File: src/rtl/core/msr_pkg.sv
// Shared types and constants for the multi-servo step ramp unit.
package msr_pkg;

    localparam int CHANNELS_DEF  = 5;
    localparam int TARGET_FIELDS = 5;
    localparam int ADDR_W        = 3;

    localparam logic [7:0] NO_MOVE    = 8'd255;
    localparam logic [7:0] HOME_ANGLE = 8'd90;
    localparam logic [1:0] STEP_RESET = 2'd2;
    localparam logic [8:0] DIV3_MUL   = 9'd171;

    localparam logic MODE_LOAD = 1'b0;
    localparam logic MODE_TICK = 1'b1;

    // paddr[2] selects the register
    localparam logic REG_STEP_ANGLE = 1'b0;

    localparam logic [1:0] SA_ZERO  = 2'd0;
    localparam logic [1:0] SA_ONE   = 2'd1;
    localparam logic [1:0] SA_TWO   = 2'd2;
    localparam logic [1:0] SA_THREE = 2'd3;

    typedef struct packed {
        logic [7:0] cur;
        logic [7:0] steps;
        logic       down;
    } t_chan;

endpackage

File: src/rtl/core/multi_servo_step_ramp_unit.sv
// Top level: channel state, sequencer, output word register and APB register.
// A load or tick word steps through the channels one at a time via the shared unit,
// and a tick stalls on a moving channel while an output word waits.
// A new input word is taken only once the sequencer is back in idle.
// A write appears on the master side the cycle after its channel is stepped.
// Reset (synchronous, active low): angles 90, no steps pending, step_angle 2.
module multi_servo_step_ramp_unit #(
    parameter int CHANNELS = msr_pkg::CHANNELS_DEF
) (
    input  logic                       i_clk,
    input  logic                       i_rst_n,
    input  logic                       i_s_tvalid,
    output logic                       o_s_tready,
    input  logic [39:0]                i_s_tdata,   // target_angle_a..e, 8 bits each
    input  logic                       i_s_tuser,   // mode
    output logic                       o_m_tvalid,
    input  logic                       i_m_tready,
    output logic [15:0]                o_m_tdata,   // servo_index[2:0], new_angle[10:3]
    output logic                       o_m_tlast,   // last_of_round
    output logic                       o_m_tuser,   // move_done
    input  logic                       psel,
    input  logic                       penable,
    input  logic                       pwrite,
    input  logic [msr_pkg::ADDR_W-1:0] paddr,
    input  logic [31:0]                pwdata,
    output logic [31:0]                prdata,
    output logic                       pready
);

    localparam int IW = (CHANNELS > 1) ? $clog2(CHANNELS) : 1;

    typedef enum logic [1:0] {S_IDLE, S_LOAD, S_TICK} t_state;

    t_state          r_state;
    logic [IW-1:0]   r_idx;
    logic [39:0]     r_tdata;
    logic            r_done;
    logic [1:0]      r_step_angle;
    logic [7:0]      r_cur   [CHANNELS];
    logic [7:0]      r_steps [CHANNELS];
    logic            r_down  [CHANNELS];
    logic            r_out_valid;
    logic [2:0]      r_out_idx;
    logic [7:0]      r_out_angle;
    logic            r_out_last;
    logic            r_out_done;

    msr_pkg::t_chan  w_ch_in;
    msr_pkg::t_chan  w_ch_out;
    logic [7:0]      w_tgt;
    logic            w_later;
    logic            w_all_le1;
    logic            w_moves;
    logic            w_out_free;
    logic            w_emit;
    logic            w_adv;
    logic            w_last_idx;
    logic            w_accept;
    logic [7:0]      w_idx8;

    assign w_ch_in.cur   = r_cur[r_idx];
    assign w_ch_in.steps = r_steps[r_idx];
    assign w_ch_in.down  = r_down[r_idx];

    always_comb begin
        w_tgt = msr_pkg::NO_MOVE;
        for (int k = 0; k < msr_pkg::TARGET_FIELDS; k++) begin
            if (k < CHANNELS && 32'(r_idx) == k) begin
                w_tgt = r_tdata[8*k +: 8];
            end
        end
    end

    always_comb begin
        w_later   = 1'b0;
        w_all_le1 = 1'b1;
        for (int k = 0; k < CHANNELS; k++) begin
            if (r_steps[k] != 8'd0 && k > 32'(r_idx)) begin
                w_later = 1'b1;
            end
            if (r_steps[k] > 8'd1) begin
                w_all_le1 = 1'b0;
            end
        end
    end

    msr_alu u_alu (
        .i_ch         (w_ch_in),
        .i_target     (w_tgt),
        .i_step_angle (r_step_angle),
        .i_load       (r_state == S_LOAD),
        .o_ch         (w_ch_out)
    );

    assign o_s_tready = (r_state == S_IDLE);
    assign w_accept   = i_s_tvalid && o_s_tready;
    assign w_moves    = w_ch_in.steps != 8'd0;
    assign w_out_free = !r_out_valid || i_m_tready;
    assign w_emit     = (r_state == S_TICK) && w_moves && w_out_free;
    assign w_adv      = (r_state == S_LOAD) ||
                        ((r_state == S_TICK) && (!w_moves || w_out_free));
    assign w_last_idx = r_idx == IW'(CHANNELS - 1);
    assign w_idx8     = 8'(r_idx);

    always_ff @(posedge i_clk) begin
        if (!i_rst_n) begin
            r_state     <= S_IDLE;
            r_idx       <= '0;
            r_out_valid <= 1'b0;
            for (int k = 0; k < CHANNELS; k++) begin
                r_cur[k]   <= msr_pkg::HOME_ANGLE;
                r_steps[k] <= 8'd0;
                r_down[k]  <= 1'b0;
            end
        end else begin
            if (w_emit) begin
                r_out_valid <= 1'b1;
            end else if (i_m_tready) begin
                r_out_valid <= 1'b0;
            end
            unique case (r_state)
                S_IDLE: begin
                    r_idx <= '0;
                    if (w_accept) begin
                        r_state <= (i_s_tuser == msr_pkg::MODE_TICK) ? S_TICK : S_LOAD;
                    end
                end
                S_LOAD, S_TICK: begin
                    if (w_adv) begin
                        r_cur[r_idx]   <= w_ch_out.cur;
                        r_steps[r_idx] <= w_ch_out.steps;
                        r_down[r_idx]  <= w_ch_out.down;
                        if (w_last_idx) begin
                            r_state <= S_IDLE;
                            r_idx   <= '0;
                        end else begin
                            r_idx <= r_idx + IW'(1);
                        end
                    end
                end
                default: r_state <= S_IDLE;
            endcase
        end
    end

    always_ff @(posedge i_clk) begin
        if (w_accept) begin
            r_tdata <= i_s_tdata;
            r_done  <= w_all_le1;
        end
        if (w_emit) begin
            r_out_idx   <= w_idx8[2:0];
            r_out_angle <= w_ch_out.cur;
            r_out_last  <= !w_later;
            r_out_done  <= !w_later && r_done;
        end
    end

    always_ff @(posedge i_clk) begin
        if (!i_rst_n) begin
            r_step_angle <= msr_pkg::STEP_RESET;
        end else if (psel && penable && pwrite && pready &&
                     paddr[2] == msr_pkg::REG_STEP_ANGLE) begin
            r_step_angle <= pwdata[1:0];
        end
    end

    assign pready     = 1'b1;
    assign prdata     = (paddr[2] == msr_pkg::REG_STEP_ANGLE) ? 32'(r_step_angle) : 32'd0;
    assign o_m_tvalid = r_out_valid;
    assign o_m_tdata  = {5'd0, r_out_angle, r_out_idx};
    assign o_m_tlast  = r_out_last;
    assign o_m_tuser  = r_out_done;

endmodule

File: src/rtl/core/msr_alu.sv
// Shared per-channel unit: step count on load, one step of travel on tick.
module msr_alu (
    input  msr_pkg::t_chan i_ch,
    input  logic [7:0]     i_target,
    input  logic [1:0]     i_step_angle,
    input  logic           i_load,
    output msr_pkg::t_chan o_ch
);

    logic [7:0]  w_diff;
    logic        w_up;
    logic [16:0] w_prod;
    logic [7:0]  w_quot;
    logic [7:0]  w_sa8;

    assign w_up   = i_target > i_ch.cur;
    assign w_diff = w_up ? (i_target - i_ch.cur) : (i_ch.cur - i_target);
    assign w_prod = 17'(w_diff) * 17'(msr_pkg::DIV3_MUL);
    assign w_sa8  = 8'(i_step_angle);

    always_comb begin
        case (i_step_angle)
            msr_pkg::SA_ONE:   w_quot = w_diff;
            msr_pkg::SA_TWO:   w_quot = w_diff >> 1;
            msr_pkg::SA_THREE: w_quot = w_prod[16:9];
            default:           w_quot = 8'd0;
        endcase
    end

    always_comb begin
        o_ch = i_ch;
        if (i_load) begin
            o_ch.down = !w_up;
            if (i_target == msr_pkg::NO_MOVE || i_step_angle == msr_pkg::SA_ZERO) begin
                o_ch.steps = 8'd0;
            end else begin
                o_ch.steps = w_quot;
            end
        end else if (i_ch.steps != 8'd0) begin
            o_ch.cur   = i_ch.down ? (i_ch.cur - w_sa8) : (i_ch.cur + w_sa8);
            o_ch.steps = i_ch.steps - 8'd1;
        end
    end

endmodule

File: config.mk
export PLATFORM = sky130hd
export DESIGN_NAME = multi_servo_step_ramp_unit
export DESIGN_NICKNAME = d
export VERILOG_FILES = /design/src/rtl/core/msr_pkg.sv /design/src/rtl/core/multi_servo_step_ramp_unit.sv /design/src/rtl/core/msr_alu.sv
export SDC_FILE = /design/constraint.sdc
export NUM_CORES = 1
export LEC_CHECK = 0
export ABC_CLOCK_PERIOD_IN_PS = 8500
export BUFFER_PORTS_ARGS = -buffer_cell sky130_fd_sc_hd__buf_4
export CAP_MARGIN = 15
export CORE_MARGIN = 10
export CORE_UTILIZATION = 54
export DETAILED_ROUTE_END_ITERATION = 7
export GPL_ROUTABILITY_DRIVEN = 0
export PLACE_DENSITY = 0.78
export SYNTH_ARGS = -nofsm -noshare
export SYNTH_HDL_FRONTEND = slang
export SYNTH_SLANG_ARGS = --single-unit
File: constraint.sdc
create_clock -name i_clk -period 8.5 [get_ports i_clk]
set_clock_uncertainty 0.2 [all_clocks]
set_input_delay 1.275 -clock i_clk [delete_from_list [all_inputs] [get_ports i_clk]]
set_output_delay 1.275 -clock i_clk [all_outputs]
set_load 0.01 [all_outputs]
==> tab_implementation.tex <==
\begin{tabular}{lr}
\hline
Metric & Value \\
\hline
\multicolumn{2}{l}{\textbf{Critical path}} \\
Number of cells traversed by the worst register-to-register path & 31 \\
Critical Path Sink & r\_steps[0][1] \\
Stages on the worst setup path & 31 \\
Startpoint type of the worst setup path & flop \\
Biggest cell delay along the critical path & about 0.55 ns \\
Slowest cell on crit path & fa\_1 \\
RR Startpoint & r\_idx[1] \\
Required time reported for the critical path endpoint & roughly 8.5 ns \\
Combined buffer and inverter count along the critical path & 7 \\
Critical path class & reg -> reg \\
Worst Setup SP & r\_idx[1] \\
Worst-path maximum fanout & 6 \\
Reg-to-reg slack, setup & around 0.43 ns \\
Largest delay share family, worst path & adder cells \\
Reg-to-reg critical path endpoint & r\_steps[0][1] \\
Endpoint kind of the worst setup timing path & flop \\
CP Data Arrival Time & $\sim$8.1 ns \\
Critical path's most frequent cell & inv\_1 \\
\multicolumn{2}{l}{\textbf{Floorplan}} \\
Number of ports placed on the die boundary & around 140 \\
Standard cell core area & between 20000 and 25000 µm² \\
Height of the chip & about 170 µm \\
Die outline area & around 28000 µm² \\
X dimension of the die & roughly 170 µm \\
Total number of placement rows & 53 \\
Starting utilization of the core area & 55.31\% \\
\multicolumn{2}{l}{\textbf{Final layout}} \\
Antenna diodes & 0 \\
Share of final-layout standard cells stronger than drive strength 1 & 17.39\% \\
Commonest non-fill, non-tap cell in the layout & edfxtp\_1 \\
Growth of design area from synthesis to finish & 12.11\% \\
Fillers & around 1.6k \\
Most frequent cells in the layout & edfxtp\_1 (185), inv\_1 (96), buf\_4 (96), nor2\_1 (73), ha\_1 (73) \\
Final nets & 1239 \\
Finished Layout Cells & 1356 \\
\multicolumn{2}{l}{\textbf{Routing}} \\
Starting DRC count in detailed routing & approximately 740 \\
Vias & around 8k \\
Router iterations before antenna repair & 5 \\
Routed wire length & about 28 mm \\
DRC violations left & 0 \\
Average via count per standard cell & 5.962 \\
Detail-routed net length per standard cell & 20.41 µm \\
Post-route ant nets & 0 \\
\multicolumn{2}{l}{\textbf{Clocking}} \\
CTS clock-pin slew for the worst setup and hold paths & approximately 0.07 ns \\
Number of hold-repair buffers added at the cts stage & 0 \\
Level count of the clock H-tree & 1 \\
Total of cells resized after clock tree synthesis & 0 \\
Buffer cell driving the clock tree root & clkbuf\_16 \\
Buffers from clock root to sink, at most & 3 \\
CTS sink cnt & around 200 \\
Worst-Skew Late Latency & about 0.51 ns \\
CTS tree & built \\
Number of CTS-inserted buffers & 20 \\
Postcts setup bufs & 0 \\
\multicolumn{2}{l}{\textbf{Timing}} \\
Number of pins with negative max-slew slack in the final report & 0 \\
RSZ-0062 raised after global routing & no \\
Max Freq & about 120 MHz \\
Relative max-transition margin & between 20\% and 30\% \\
Worst Hold Slack & 0.2888 ns \\
Final Setup Violations & 0 \\
Total negative setup slack & 0 ns \\
Slew at the pin closest to its max-slew limit & 1.107 ns \\
Period utilization & between 90 and 100\% \\
Smallest setup slack after layout & between 0.4 and 0.5 ns \\
Final hold violation count & 0 \\
Shortest clock period the worst path allows after layout & 8.072 ns \\
\multicolumn{2}{l}{\textbf{Placement}} \\
DP Worst Slack & between 0.15 and 0.2 ns \\
Port Buffers & 67 \\
DPL Wire Length & approximately 20 mm \\
Number of cells after detailed placement & $\sim$1.3k \\
\multicolumn{2}{l}{\textbf{Yosys}} \\
Proportion of register bits with asynchronous set or reset after synthesis & 0\% \\
Sequential-to-total area share from yosys stat & 50.22\% \\
Register bit total from synthesis & about 200 \\
Most used flip-flop cell after synthesis & edfxtp\_1 \\
Syn. warnings & 0 \\
Cell count after synthesis & 988 \\
Number of flops mapped to enable cells by yosys & 185 \\
Area of the mapped netlist & roughly 12000 µm² \\
Count of cell types in the netlist & $\sim$70 \\
Average instance area after synthesis & $\sim$12 µm² \\
\multicolumn{2}{l}{\textbf{Power and ir drop}} \\
Pwr/cell area & $\sim$330 nW/µm² \\
Post-route total power & 4.348 mW \\
Switching pwr & $\sim$1.8 mW \\
Seq pwr share & between 20\% and 30\% \\
Switching power share of the total & about two fifths \\
Proportion of power drawn by combinational gates & a little over half \\
Portion of total power attributed to the clock network & 20.0\% \\
Internal power & 2.579 mW \\
Static leakage & slightly above 5 nW \\
Worst voltage drop across the vdd grid & $\sim$0.36 mV \\
\multicolumn{2}{l}{\textbf{GRT}} \\
Vias in the first global route & 8206 \\
Sum of overflow across all layers after global routing & 0 \\
Gr usage total & a little under a fifth \\
Largest net degree at the start of global routing & 43 \\
Antenna violations before repair & 0 \\
First-pass GRT wire length & between 40 and 50 mm \\
\multicolumn{2}{l}{\textbf{Hold path}} \\
Worst hold-check path type & reg -> reg \\
Worst min-delay path startpoint & r\_down[1] \\
\multicolumn{2}{l}{\textbf{Run}} \\
Max\_cap viols & 0 \\
\multicolumn{2}{l}{\textbf{Status}} \\
Result of the run & complete, no violations \\
\hline
\end{tabular}
power by group through the flow:
stage / registers (mW) / clock network (mW) / logic (mW)
floorplan: 1.19 / 0 / 1.73
global route: 1.18 / 0.918 / 2.58
global placement: 1.19 / 0 / 2.17
detailed placement: 1.19 / 0 / 2.25
CTS: 1.17 / 0.874 / 2.27
finish: 1.17 / 0.870 / 2.31
tightest hold or removal path: stages, from the launching register on:
cell     delay (ns)
dfxtp_1        0.31
nand3_1        0.06
o21ai_0        0.07
through the flow:
stage          instance area (µm²)  util, %
6_report                     13120    62.00
3_3_place_gp                 12430    58.76
3_5_place_dp                 12430    58.76
2_1_floorplan                11830        -
4_1_cts                      13070    61.78
5_1_grt                      13120    62.00
Yosys cell counts, drive strengths merged, types with 6 or more instances:
| library cell | n | share of area (%) |
|---|---|---|
| dfxtp | 16 | 2.7 |
| inv | 96 | 3.1 |
| buf | 54 | 3.5 |
| nor3 | 29 | 1.3 |
| o31a | 6 | 0.45 |
| nand3b | 6 | 0.38 |
| clkbuf | 21 | 0.67 |
| a21oi | 42 | 1.8 |
| or3 | 6 | 0.32 |
| xnor2 | 13 | 0.97 |
| o21a | 8 | 0.51 |
| mux2i | 17 | 1.5 |
| nor4 | 8 | 0.43 |
| edfxtp | 185 | 47 |
| nand3 | 13 | 0.56 |
| o211ai | 6 | 0.38 |
| mux2 | 7 | 0.67 |
| nor3b | 9 | 0.58 |
| o21ai | 38 | 1.6 |
| a21o | 10 | 0.64 |
| a31oi | 9 | 0.48 |
| and2 | 10 | 0.53 |
| nand2b | 7 | 0.37 |
| nor2b | 10 | 0.53 |
| ha | 74 | 7.9 |
| mux4 | 34 | 6.8 |
| nand4 | 8 | 0.43 |
| nor2 | 81 | 2.8 |
| fa | 15 | 2.6 |
| nand2 | 73 | 2.4 |
| and3 | 7 | 0.37 |
layer usage:
metal  vias up  part of all wire (%)  global-route usage (%)
li1       3713                     -                       -
met1      3902                    39                   23.72
met2       413                    49                   31.95
met3        57                   9.2                   4.588
met4         0                   2.7                   6.472
met5         -                     0                       0
logic make-up (layout without fill, tap and decap cells):
kind of cell,after synthesis,after routing,share of synthesized area (%)
multiplexers,58,58,8.930
buffers and inverters,171,230,7.229
XOR/XNOR,18,18,1.347
other,2,36,0.06419
AND/OR/NAND/NOR,279,279,11.84
AO/OA/AOI/OAI,170,170,9.892
flip-flops,201,201,50.22
adder cells (fa/ha/maj),89,89,10.48
how the worst min path moves through the flow:
| stage | cells after the start | slack [ns] | to |
|---|---|---|---|
| after detailed placement | 2 | 0.27 | r_down[3] |
| after floorplan | 0 | 0.21 | r_out_idx[2] |
| after global routing | 2 | 0.32 | r_down[0] |
| after global placement | 2 | 0.25 | r_down[0] |
| after CTS | 2 | 0.28 | r_down[3] |
| final | 2 | 0.29 | r_down[1] |
layout make-up:
type	instances	area (µm²)	area share, %
clock buffers	26	533.0	4.064
well taps	275	344.1	2.623
repair buffers	98	748.2	5.704
flip-flops and latches	201	5879	44.83
clock inverters	10	106.4	0.8108
multi-input cells	650	5145	39.23
inverters	96	360.3	2.747
sequential cells by signal, indices dropped and copies added (netlist names), named ones only:
signal / flops
o_m_tlast: 1
o_m_tuser: 1
o_m_tvalid: 1
r_cur: 64
r_done: 1
r_down: 8
r_idx: 3
r_out_angle: 8
r_out_idx: 3
r_state: 2
r_step_angle: 2
r_steps: 64
r_tdata: 40
Power figures use the tool's default switching activity.
